<file path="src/rtl/resr_pkg.sv">
// Package of region_edge_select_reindex: sizes, payload types, register codes,
// controller states and the command/status structs. No dependencies.
`timescale 1ns / 1ps

package resr_pkg;

  localparam int TABLE_DEPTH = 256;
  localparam int COORD_WIDTH = 24;
  localparam int INDEX_WIDTH = 20;

  localparam int ADDR_W   = $clog2(TABLE_DEPTH);
  localparam int COUNT_W  = $clog2(TABLE_DEPTH + 1);
  localparam int EDGE_W   = 20;
  localparam int RAD_W    = COORD_WIDTH - 1;
  localparam int DIFF_W   = COORD_WIDTH + 1;
  localparam int SQ_W     = 2 * RAD_W;
  localparam int ACC_W    = SQ_W + 2;
  localparam int CFG_IDX_W  = 3;
  localparam int CFG_DATA_W = COORD_WIDTH;

  typedef enum logic [CFG_IDX_W-1:0] {
    CFG_CENTRE_X = 3'd0,
    CFG_CENTRE_Y = 3'd1,
    CFG_CENTRE_Z = 3'd2,
    CFG_RADIUS   = 3'd3,
    CFG_USE_CUBE = 3'd4
  } cfg_reg_t;

  typedef struct packed {
    logic [INDEX_WIDTH-1:0] first_vertex;
    logic [COORD_WIDTH-1:0] first_x;
    logic [COORD_WIDTH-1:0] first_y;
    logic [COORD_WIDTH-1:0] first_z;
    logic [INDEX_WIDTH-1:0] second_vertex;
    logic [COORD_WIDTH-1:0] second_x;
    logic [COORD_WIDTH-1:0] second_y;
    logic [COORD_WIDTH-1:0] second_z;
    logic                   last_edge;
  } in_item_t;

  typedef struct packed {
    logic               edge_selected;
    logic [ADDR_W-1:0]  new_first_index;
    logic [ADDR_W-1:0]  new_second_index;
    logic               table_overflow;
    logic [EDGE_W-1:0]  selected_edges;
    logic [COUNT_W-1:0] distinct_vertices;
  } out_item_t;

  typedef enum logic [3:0] {
    S_IDLE,
    S_RSQ,
    S_DIFF,
    S_SQUARE,
    S_ACCUM,
    S_DECIDE,
    S_LK_START,
    S_LK_SCAN,
    S_LK_ADD,
    S_FINISH
  } resr_state_t;

  // Controller to datapath.
  typedef struct packed {
    logic       load_item;
    logic       load_rsq;
    logic       diff;
    logic       square;
    logic       accum;
    logic       decide;
    logic       scan_start;
    logic       scan_step;
    logic       take_hit;
    logic       add;
    logic       finish;
    logic       pt;
    logic [1:0] axis;
    logic       end_sel;
  } resr_cmd_t;

  // Datapath to controller.
  typedef struct packed {
    logic sel_next;
    logic hit;
    logic scan_last;
    logic count_zero;
  } resr_stat_t;

endpackage

</file>
<file path="src/rtl/resr_ctrl.sv">
// Controller state machine: sequences region test and the two table lookups,
// owns the input ready and result valid. Depends on resr_pkg.
`timescale 1ns / 1ps

module resr_ctrl (
  input  logic                  clk,
  input  logic                  rst_n,
  input  logic                  in_valid,
  output logic                  in_ready,
  output logic                  out_valid,
  input  logic                  out_ready,
  input  resr_pkg::resr_stat_t  stat,
  output resr_pkg::resr_cmd_t   cmd
);
  import resr_pkg::*;

  resr_state_t state_r, state_nxt;
  logic [1:0]  axis_r;
  logic        pt_r;
  logic        end_r;
  logic        out_valid_r, out_valid_nxt;
  logic        out_load;

  assign out_load = (state_r == S_FINISH) && (!out_valid_r || out_ready);

  // Next state.
  always_comb begin
    state_nxt = state_r;
    case (state_r)
      S_IDLE:     if (in_valid) state_nxt = S_RSQ;
      S_RSQ:      state_nxt = S_DIFF;
      S_DIFF:     state_nxt = S_SQUARE;
      S_SQUARE:   state_nxt = S_ACCUM;
      S_ACCUM:    state_nxt = (axis_r == 2'd2) ? S_DECIDE : S_DIFF;
      S_DECIDE: begin
        if (!pt_r)              state_nxt = S_DIFF;
        else if (stat.sel_next) state_nxt = S_LK_START;
        else                    state_nxt = S_FINISH;
      end
      S_LK_START: state_nxt = stat.count_zero ? S_LK_ADD : S_LK_SCAN;
      S_LK_SCAN: begin
        if (stat.hit)            state_nxt = end_r ? S_FINISH : S_LK_START;
        else if (stat.scan_last) state_nxt = S_LK_ADD;
      end
      S_LK_ADD:   state_nxt = end_r ? S_FINISH : S_LK_START;
      S_FINISH:   if (out_load) state_nxt = S_IDLE;
      default:    state_nxt = S_IDLE;
    endcase
  end

  // Outputs.
  always_comb begin
    cmd            = '0;
    cmd.pt         = pt_r;
    cmd.axis       = axis_r;
    cmd.end_sel    = end_r;
    in_ready       = 1'b0;
    case (state_r)
      S_IDLE: begin
        in_ready      = 1'b1;
        cmd.load_item = in_valid;
      end
      S_RSQ:      cmd.load_rsq   = 1'b1;
      S_DIFF:     cmd.diff       = 1'b1;
      S_SQUARE:   cmd.square     = 1'b1;
      S_ACCUM:    cmd.accum      = 1'b1;
      S_DECIDE:   cmd.decide     = 1'b1;
      S_LK_START: cmd.scan_start = !stat.count_zero;
      S_LK_SCAN: begin
        cmd.take_hit  = stat.hit;
        cmd.scan_step = !stat.hit && !stat.scan_last;
      end
      S_LK_ADD:   cmd.add        = 1'b1;
      S_FINISH:   cmd.finish     = out_load;
      default: ;
    endcase
  end

  always_comb begin
    if (out_load)       out_valid_nxt = 1'b1;
    else if (out_ready) out_valid_nxt = 1'b0;
    else                out_valid_nxt = out_valid_r;
  end

  always_ff @(posedge clk) begin
    if (!rst_n) begin
      state_r     <= S_IDLE;
      axis_r      <= 2'd0;
      pt_r        <= 1'b0;
      end_r       <= 1'b0;
      out_valid_r <= 1'b0;
    end else begin
      state_r     <= state_nxt;
      out_valid_r <= out_valid_nxt;
      if (state_r == S_IDLE) begin
        axis_r <= 2'd0;
        pt_r   <= 1'b0;
        end_r  <= 1'b0;
      end
      if (state_r == S_ACCUM) axis_r <= (axis_r == 2'd2) ? 2'd0 : axis_r + 2'd1;
      if (state_r == S_DECIDE) pt_r <= 1'b1;
      if ((state_r == S_LK_ADD) || ((state_r == S_LK_SCAN) && stat.hit)) end_r <= 1'b1;
    end
  end

  assign out_valid = out_valid_r;

endmodule

</file>
<file path="config.mk">
export PLATFORM = sky130hd
export DESIGN_NAME = resr_ctrl
export DESIGN_NICKNAME = d
export VERILOG_FILES = /design/src/rtl/resr_pkg.sv /design/src/rtl/resr_ctrl.sv
export SDC_FILE = /design/constraint.sdc
export NUM_CORES = 1
export LEC_CHECK = 0
export BUFFER_PORTS_ARGS = -buffer_cell sky130_fd_sc_hd__clkbuf_2
export CORE_MARGIN = 5
export CORE_UTILIZATION = 43
export CTS_CLUSTER_SIZE = 28
export DETAILED_ROUTE_END_ITERATION = 12
export PLACE_DENSITY_LB_ADDON = 0.15
export SETUP_SLACK_MARGIN = 0.05
export SYNTH_ARGS = -nofsm -noshare
export SYNTH_HDL_FRONTEND = slang
export SYNTH_SLANG_ARGS = --single-unit
</file>
<file path="constraint.sdc">
create_clock -name clk -period 1.6 [get_ports clk]
set_clock_uncertainty 0.2 [all_clocks]
set_input_delay 0.24 -clock clk [delete_from_list [all_inputs] [get_ports clk]]
set_output_delay 0.24 -clock clk [all_outputs]
set_load 0.02 [all_outputs]
</file>
After elaboration in Yosys (flattened, before gate mapping)
Cells that the tools add are included.
- output and inout bits: 17
- register bits after elaboration: 9
- logic and storage cells: 63
- add/subtract/negate cells: 1
- mux-type cells: 29
- reductions and logical operators: 15
- equality and inequality tests: 13
- operator list (kind ; number):
    $pmux W4 S10 ; 1
    $mux W4 ; 8
    $eq A4 B3 Y1 const B ; 4
    $mux W1 ; 15
    $eq A4 B2 Y1 const B ; 2
    $eq A4 B4 Y1 const B ; 2
    $mux W2 ; 4
    $reduce_bool A2 Y1 ; 4
    $eq A4 B1 Y1 const B ; 1
    $logic_not A1 Y1 ; 4
    $logic_not A4 Y1 ; 1
    $ne A2 B2 Y1 const B ; 2
    $logic_and A1 B1 Y1 ; 3
    $mux W3 ; 1
    $ne A3 B3 Y1 const B ; 1
    $reduce_and A3 Y1 ; 1
    $add A2 B1 Y2 const B ; 1
    $eq A2 B2 Y1 const B ; 1
    $logic_or A1 B1 Y1 ; 2

Logic depth before layout (Yosys ltp)
Gate-level depths: netlist of run 1.
- word-level depth: 5
- mapped depth: 5
- depth with buffers taken out: 4

Worst setup path after synthesis of run 1
OpenSTA, ideal clock, no wires.
- path kind: register to output
- start: reg state_r[2]
- end: out cmd[14] in the netlist's numbering
- setup slack: -214 ps
- cell stages (with the launch flop): 5
- required time: 1160 ps
- arrival time: 1374 ps
- path through: dfxtp_1 buf_2 or2_1 nor2_1 and2_1
- RTL lines (what ; RTL line ; source):
    from (decl) ; resr_ctrl.sv:17 ; resr_state_t state_r, state_nxt;
    from (signal assigned) ; resr_ctrl.sv:93 ; state_r <= state_nxt;
    to (decl) ; resr_ctrl.sv:13 ; output resr_pkg::resr_cmd_t cmd

==> results of run 1 <==
kinds of logic (layout without fill, tap and decap cells):
group	count (synthesis)	in the layout
mux	1	1
compound gates	23	23
buf+inv	8	63
simple gates	43	43
flops	9	9
worst max-delay path, stage by stage, from the launching register on:
cell and delay (ps):
dfxtp_4 360, nand2b_4 140, or3b_4 380, nor2b_1 130, buf_4 150
flip-flops by register name, indices dropped and copies added, names as in the netlist:
signal,cells
axis_r,2
state_r,4
end_r,1
out_valid,1
pt_r,1
final timing paths:
kind | endpoint | slack [ps] | depth (start not counted)
worst min register to register | out_valid$_SDFFE_PN0P_ | 330 | 2
worst max register to register | state_r[3]$_SDFFE_PN0P_ | -200 | 7
worst min-delay path | out_valid$_SDFFE_PN0P_ | 80 | 3
worst max-delay path | cmd[4] | -270 | 4
Yosys cell counts, types with 3 or more instances:
cell type / count / area share (%)
dfxtp_1: 9 / 26
buf_4: 4 / 4.3
nand2_1: 3 / 1.6
nor2b_1: 5 / 4.5
a21oi_1: 3 / 2.2
nand2b_1: 5 / 4.5
nor2_1: 9 / 4.9
a21boi_1: 5 / 5.4
o21ai_0: 3 / 2.2
layout make-up:
type | count | area share, %
clock buffers | 4 | 1.860
multi-input cells | 67 | 43.40
repair buffers | 58 | 38.88
flip-flops and latches | 9 | 14.17
well taps | 16 | 1.417
inverters | 1 | 0.2657
power groups by stage:
stage,registers (mW),logic [mW],clock network [mW]
finish,0.254,0.495,0.183
CTS,0.251,0.413,0.189
detailed placement,0.254,0.248,0
global route,0.254,0.519,0.200
global placement,0.254,0.247,0
floorplan,0.253,0.161,0
timing repair:
item,in CTS,in global routing
buffers inserted,14,11
endpoints found under the setup margin,17,19
pin swaps,20,16
hold buffers,0,0
gates resized for setup,59,29
cloned,0,0
per-layer routing:
metal / wire length (microns) / vias up
li1: - / 417
met1: 1377 / 460
met2: 1816 / 44
met3: 152 / 13
met4: 146 / 0
met5: 0 / -
==> results.txt, run 1 <==
The run finished, with violations left. The final reports fail on negative setup slack. The fraction of the mapped netlist area in simple logic gates is 40.47%, and the final critical path time including I/O delays and setup is 1869 ps.

The final clock period utilization by the worst path is 116.8%, and the count of buffers from port buffering is 24. The synthesis-to-layout area growth was 103.1%; the largest net degree at the start of global routing was 10. Average wire length per cell after detail routing: 22.52 microns.

The remaining antenna violation count after routing was 0. Die height: 50.22 microns. The violation count after the first detailed-route iteration was 33; the H-tree depth reported by CTS was 1. After synthesis the netlist holds a flip-flop and latch count of 9.

Dividing the detail-routed via count by the number of cells gives 6.026. The repair_antennas step left the layout with diodes totalling 0. The tools report the reg-to-reg startpoint as state_r[3]$_SDFFE_PN0P_. The later pin in the worst-skew pair is clocked with a latency of 270 ps. Post-synthesis xor/xnor area fraction: 0%. The synthesized netlist devotes 24.10% of its cell area to compound gates.

The internal power consumption is 598.6 uW. Setup repair after global routing could not meet its margin everywhere. Summed over all layers, the global routing overflow is 0.

Yosys mapped a number of flops with a built-in enable equal to 0. The final weighted congestion in routability-driven placement is 0.8594. The tools report the via count as 934. The tools report the synthesized instance count as 84. In the layout the commonest cells are buf_4, buf_6, clkbuf_2, buf_8, nor2_4. Once placement finished, the instance area stood at 919.6 sq um.

Clock-pin slew was measured on the worst setup and hold paths at 60 ps. At the pin with the least slew margin, the transition time is 327.0 ps. The power density over the cells is 660.3 nW/um^2, and the proportion of synthesized flip-flops having asynchronous set or reset is 0%.

The tools report the category of the worst setup path launch point as a flop. The portion of synthesized area spent on multiplexers is 1.619%. The class of the most critical setup path is reg -> out.

The met1 usage in global routing was 25.89%; the largest vdd supply drop was 0.6648 mV. Clock tree buffer depth: 2. In the final layout, the multi-input gates occupy 613.1 sq um.

Summed over all nets, the half-perimeter wirelength after detailed placement is 1506 microns. TritonCTS built the clock tree. For the total global routing track utilization, the log shows 21.90%.

Setup violations remaining at the end of the flow were counted as 17. In this run switching power makes up 35.83% of total power. The class of the tightest hold or removal check was in -> reg. Global routing used 1.479% of the available met3 tracks.

Summed over all nets, the switching power comes to 334.2 uW. After detailed routing, the number of remaining DRC violations is 0. The tools report the max-slew violation total from the final report as 0. The post-synthesis area per instance is 8.282 sq um. The logs give 0 for the total count of hold-check failures in the final report and 865 for the number of global-route vias before repair.

Global-route track usage on met2: 37.24%. The post-synthesis sequential area ratio is 25.90%, and the fraction of final layout cells sized beyond drive strength 1 is 70.50%. The number of nets in the finished design was 148. The tools report the data arrival at the endpoint of the critical path as 1430 ps. In this run the worst setup path begins at state_r[2]$_SDFFE_PN0P_.

The number of nets in the synthesized netlist is 92. The filler cells instantiated in the layout total 50. Among all flip-flop cells after synthesis, the most frequent one is dfxtp_1. Power comes to 932.7 uW. Library cell used as clock root buffer: clkbuf_4. Area of all sequential standard cells: 200.2 sq um. Leaving out fill and tap cells, the most frequent cell in the layout is buf_4.

The worst hold path begins at out_ready. The leakage power total is 0.5986 nW, and the required time at the worst-slack endpoint is 1160 ps. The first detailed-routing pass took 4 iterations.

The initial antenna violation count is 0. Measured against its own limit, the worst slew margin works out to 78.17%. Peak fanout along the critical path: 4. Timing analysis after detailed placement gives a worst setup slack of -37.03 ps. In this run, the clock network consumes 19.7% of the power. The number of standard cells in the layout, taps in and fillers out is 155. The initial core utilization is 45.65%, and the adder and majority gate portion of the synthesized area is 0%. The number of distinct library cell variants in the gate-level netlist after synthesis was 39.

The die covers 2522 sq um. The number of maximum-capacitance constraint violations was 0; the post-route worst hold slack was 84.15 ps. The tools report the number of buffers created by CTS as 3. Measured on the finished design, the core utilization comes to 92.69%. The logs give 27.2% for the register share of total power and -269.3 ps for the slack of the critical path. The cell area after synthesis came out at 695.7 sq um.

The share of total power dissipated in combinational logic is 53.1%. From left edge to right edge, the die measures 50.22 microns. For the number of rows created at floorplan, the log shows 14. The logs give 534.9 MHz for the highest clock rate and 25 for the boundary pin count. The instance count after placement with tap cells included is 130, and the CTS sink count is 9. Global routing's busiest layer: met2. For this run, the number of Yosys warnings is 0.

After detailed routing, the total wire length is 3491 microns. For the final routed database, the setup TNS stands at -2695 ps. STA classifies the critical path endpoint as an output pin.

The core region is 1524 sq um. After routing the design area is 1413 sq um. The first global-routing pass estimated 4215 microns of wire. By area, the combinational part of the netlist is dominated by simple AND/OR/NAND/NOR gates.
Note: power is estimated with default switching activity, not from simulation.
==> run 2, diff against run 1 <==
CORE_UTILIZATION = 45   (was 43)
CTS_BUF_LIST = sky130_fd_sc_hd__clkbuf_4 sky130_fd_sc_hd__clkbuf_8   (was not set)
==> run 2 against run 1 <==
Final area fell by 2.8%. Maximum frequency fell by 0.82%. Largest power group unchanged. Global-route usage rose by 0.40 points. The flow still finishes with violations (negative setup slack). Worst hold slack improved by 35 ps. Critical endpoint unchanged. Highest routed layer unchanged. Die area shrank 3.6%. Via count increased by 3.0%.
==> results.txt, run 2 (same netlist as run 1, synthesis figures left out) <==
The initial antenna violation count came out at 0. Fill cells in the final layout number 57. The count of cells in the finished layout, fillers not included, comes to 155.

Hold-fix buffer count after cts: 0. Standard cell with the maximum stage delay on the critical path: or3b_4. The largest registers in the layout are state_r: 4 flops, axis_r: 2 flops. The tools report the library cell used as clock root buffer as clkbuf_4.

Summed over all layers, the global routing overflow is 0. Once detailed placement completed, the half-perimeter wirelength came to 1468 microns. The number of global-route vias before repair came out at 878.

Post-route worst hold slack: 119.6 ps. The detail route stage leaves a number of antenna-violating nets equal to 0. Dividing the detail-routed wire length by the instance count gives 22.38 microns. Global routing consumed, over all layers together, 22.30% of the routing resources.

The worst setup path is captured at an output pin. Headroom to the max-slew limit came out at 75.49%. Summed over all nets, the switching power comes to 332.4 uW. After clock tree synthesis, the clock-pin slew on the worst setup and hold paths is 70 ps.

The count of buffers from port buffering is 24. Across all layers, the routed design uses 962 vias. In this run the worst path has a maximum fanout of 3. The final count of negative-setup-slack endpoints was 17; the final clock period utilization by the worst path was 117.8%. Cell depth of the worst hold path: 2. Walking the worst path, the cells encountered are nand2b_4 -> or3b_4 -> nor2b_1 -> buf_4. The worst-case register-to-register setup slack is -180 ps, and the area inside the core boundary is 1489 sq um. The tools report the clock tree buffer depth as 2.

Pin placement for this block handled 25 I/O pins. More flip-flops sit in one register than any other, and that register is state_r. The die outline area was 2432 sq um; the die boundary width was 49.32 microns. The tools report the startpoint of the tightest hold check path as rst_n.

Data on the critical path is required at its endpoint by 1160 ps. The total count of hold-check failures in the final report was 0; the switching portion of total power was 36.19%. The H-tree depth reported by CTS was 1.

The remaining design rule violation count is 0, and the synthesis-to-layout area growth is 97.30%. Based on the critical path, the design can be clocked at up to 530.6 MHz. For this run, the slowest stage of the critical path takes 370 ps.

The total placed instance area was 904.6 sq um. Routability-driven placement finished with a final weighted congestion of 0.8264. The internal portion of the total power is 586.0 uW. The startpoint identified for the worst register-to-register timing path is state_r[0]$_SDFFE_PN0P_.

TritonCTS built the clock tree. Entering global routing, the biggest net connects 10 pins. In the routed layout, each cell is associated on average with a via count of 6.206. The final critical path time including I/O delays and setup came out at 1885 ps. For this configuration, the core starts out at a cell density of 46.72%. Adding up every negative setup slack in the final design gives -2502 ps.

The tools report the data arrival at the endpoint of the critical path as 1440 ps. The final antenna diode count was 0. Combinational cells account for 52.8% of the total power. The most common cell after layout, fill and taps aside was buf_4. The floorplan step set the die height to 49.32 microns.

The top cell types in the final layout, fill and taps aside, are buf_4, clkbuf_2, buf_6, buf_8. The worst setup path is of the reg -> out kind. For hold timing, the worst endpoint is state_r[3]$_SDFFE_PN0P_.

The checks that failed: negative setup slack. The CTS sink count was 9; the number of maximum-capacitance constraint violations was 0. Setup repair after global routing could not meet its margin everywhere. The class of the tightest hold or removal check is in -> reg. Flip-flop count of the largest register, all copies and words added: 4. The flow ran to the end, but the final reports show violations. The power density over the cells was 669.1 nW/um^2; the slack of the critical path was -284.8 ps. In this run, placement finished with an instance count of 128. The detailed-router iteration count before antenna repair is 4. The logs give 0.8357 mV for the largest vdd supply drop and 40 for the violation count after the first detailed-route iteration. The worst reg2reg path depth was 7; the global-route wire length before repair was 4264 microns.

The tools report the number of buffers created by CTS as 3. Total length of routed wires: 3469 microns. The worst setup path is launched from a flop. The fraction of final layout cells sized beyond drive strength 1 was 69.78%.

In this run the critical register-to-register path is captured at state_r[3]$_SDFFE_PN0P_. Of the total power, the clock network draws 19.9%. The register share of total power came out at 27.4%. The tools report the leakage power total as 0.6050 nW. Number of rows created at floorplan: 14. The final cell area excluding filler cells was 1373 sq um.

At the pin with the least slew margin, the transition time is 367.2 ps. The later pin in the worst-skew pair is clocked with a latency of 260 ps. The run gives 148 as the number of nets in the finished design. The max-slew violation total from the final report came out at 0.
[run 2: cell types whose count changed in the layout (fill, tap and decap cells not counted), sizes merged]
cell and change:
buf -1, clkinv +1
[run 2: worst max-delay path by stage]
stage / depth (start not counted) / from / endpoint / slack (ps)
2_1_floorplan: 5 / state_r[1]$_SDFFE_PN0P_ / state_r[3]$_SDFFE_PN0P_ / 0.6
3_3_place_gp: 5 / state_r[2]$_SDFFE_PN0P_ / cmd[14] / -6
3_5_place_dp: 5 / state_r[0]$_SDFFE_PN0P_ / state_r[3]$_SDFFE_PN0P_ / -40
4_1_cts: 4 / state_r[2]$_SDFFE_PN0P_ / cmd[4] / -250
6_report: 4 / state_r[2]$_SDFFE_PN0P_ / cmd[4] / -280
5_1_grt: 4 / state_r[2]$_SDFFE_PN0P_ / cmd[4] / -380
[run 2: area by class of cell]
class	count	area (sq um)	area share (%)
Tap cell	16	20.02	1.459
Clock inverter	1	5.005	0.3646
Inverter	1	3.754	0.2735
Sequential cell	9	200.2	14.59
Clock buffer	3	22.52	1.641
Multi-Input combinational cell	67	598.1	43.57
Timing Repair Buffer	58	523.0	38.10
[run 2: power groups by stage]
| stage | registers (mW) | logic (mW) | clock network [mW] |
|---|---|---|---|
| finish | 0.251 | 0.485 | 0.183 |
| detailed placement | 0.254 | 0.247 | 0 |
| global placement | 0.253 | 0.244 | 0 |
| CTS | 0.251 | 0.389 | 0.183 |
| floorplan | 0.253 | 0.161 | 0 |
| global route | 0.253 | 0.503 | 0.210 |
[run 2: worst max-delay path: cells and delay by family (launching register included)]
family                 cells  cell delay [ps]
and+or+nand+nor            3              660
buffers and inverters      1              160
DFF                        1              360
[run 2: timing repair]
item,in CTS,in global routing
buffers inserted,15,10
endpoints found under the setup margin,16,19
pin swaps,16,21
gates resized for setup,47,36
[run 2: layer usage]
layer / track usage (%) / part of all wire, % / up-vias
li1: - / - / 415
met3: 4.587 / 6.4 / 19
met1: 25.78 / 38 / 473
met5: 0 / 0 / -
met2: 38.20 / 51 / 55
met4: 10.76 / 4.6 / 0
[run 2: metrics by stage]
step	setup WS [ps]	power [mW]	util, %
finish	-284.8	0.9184	92.18
global placement	-6.363	0.4968	60.76
global route	-377.1	0.9663	92.18
detailed placement	-38.24	0.5008	60.76
CTS	-245.2	0.8225	81.51
floorplan	0.6447	0.4134	-
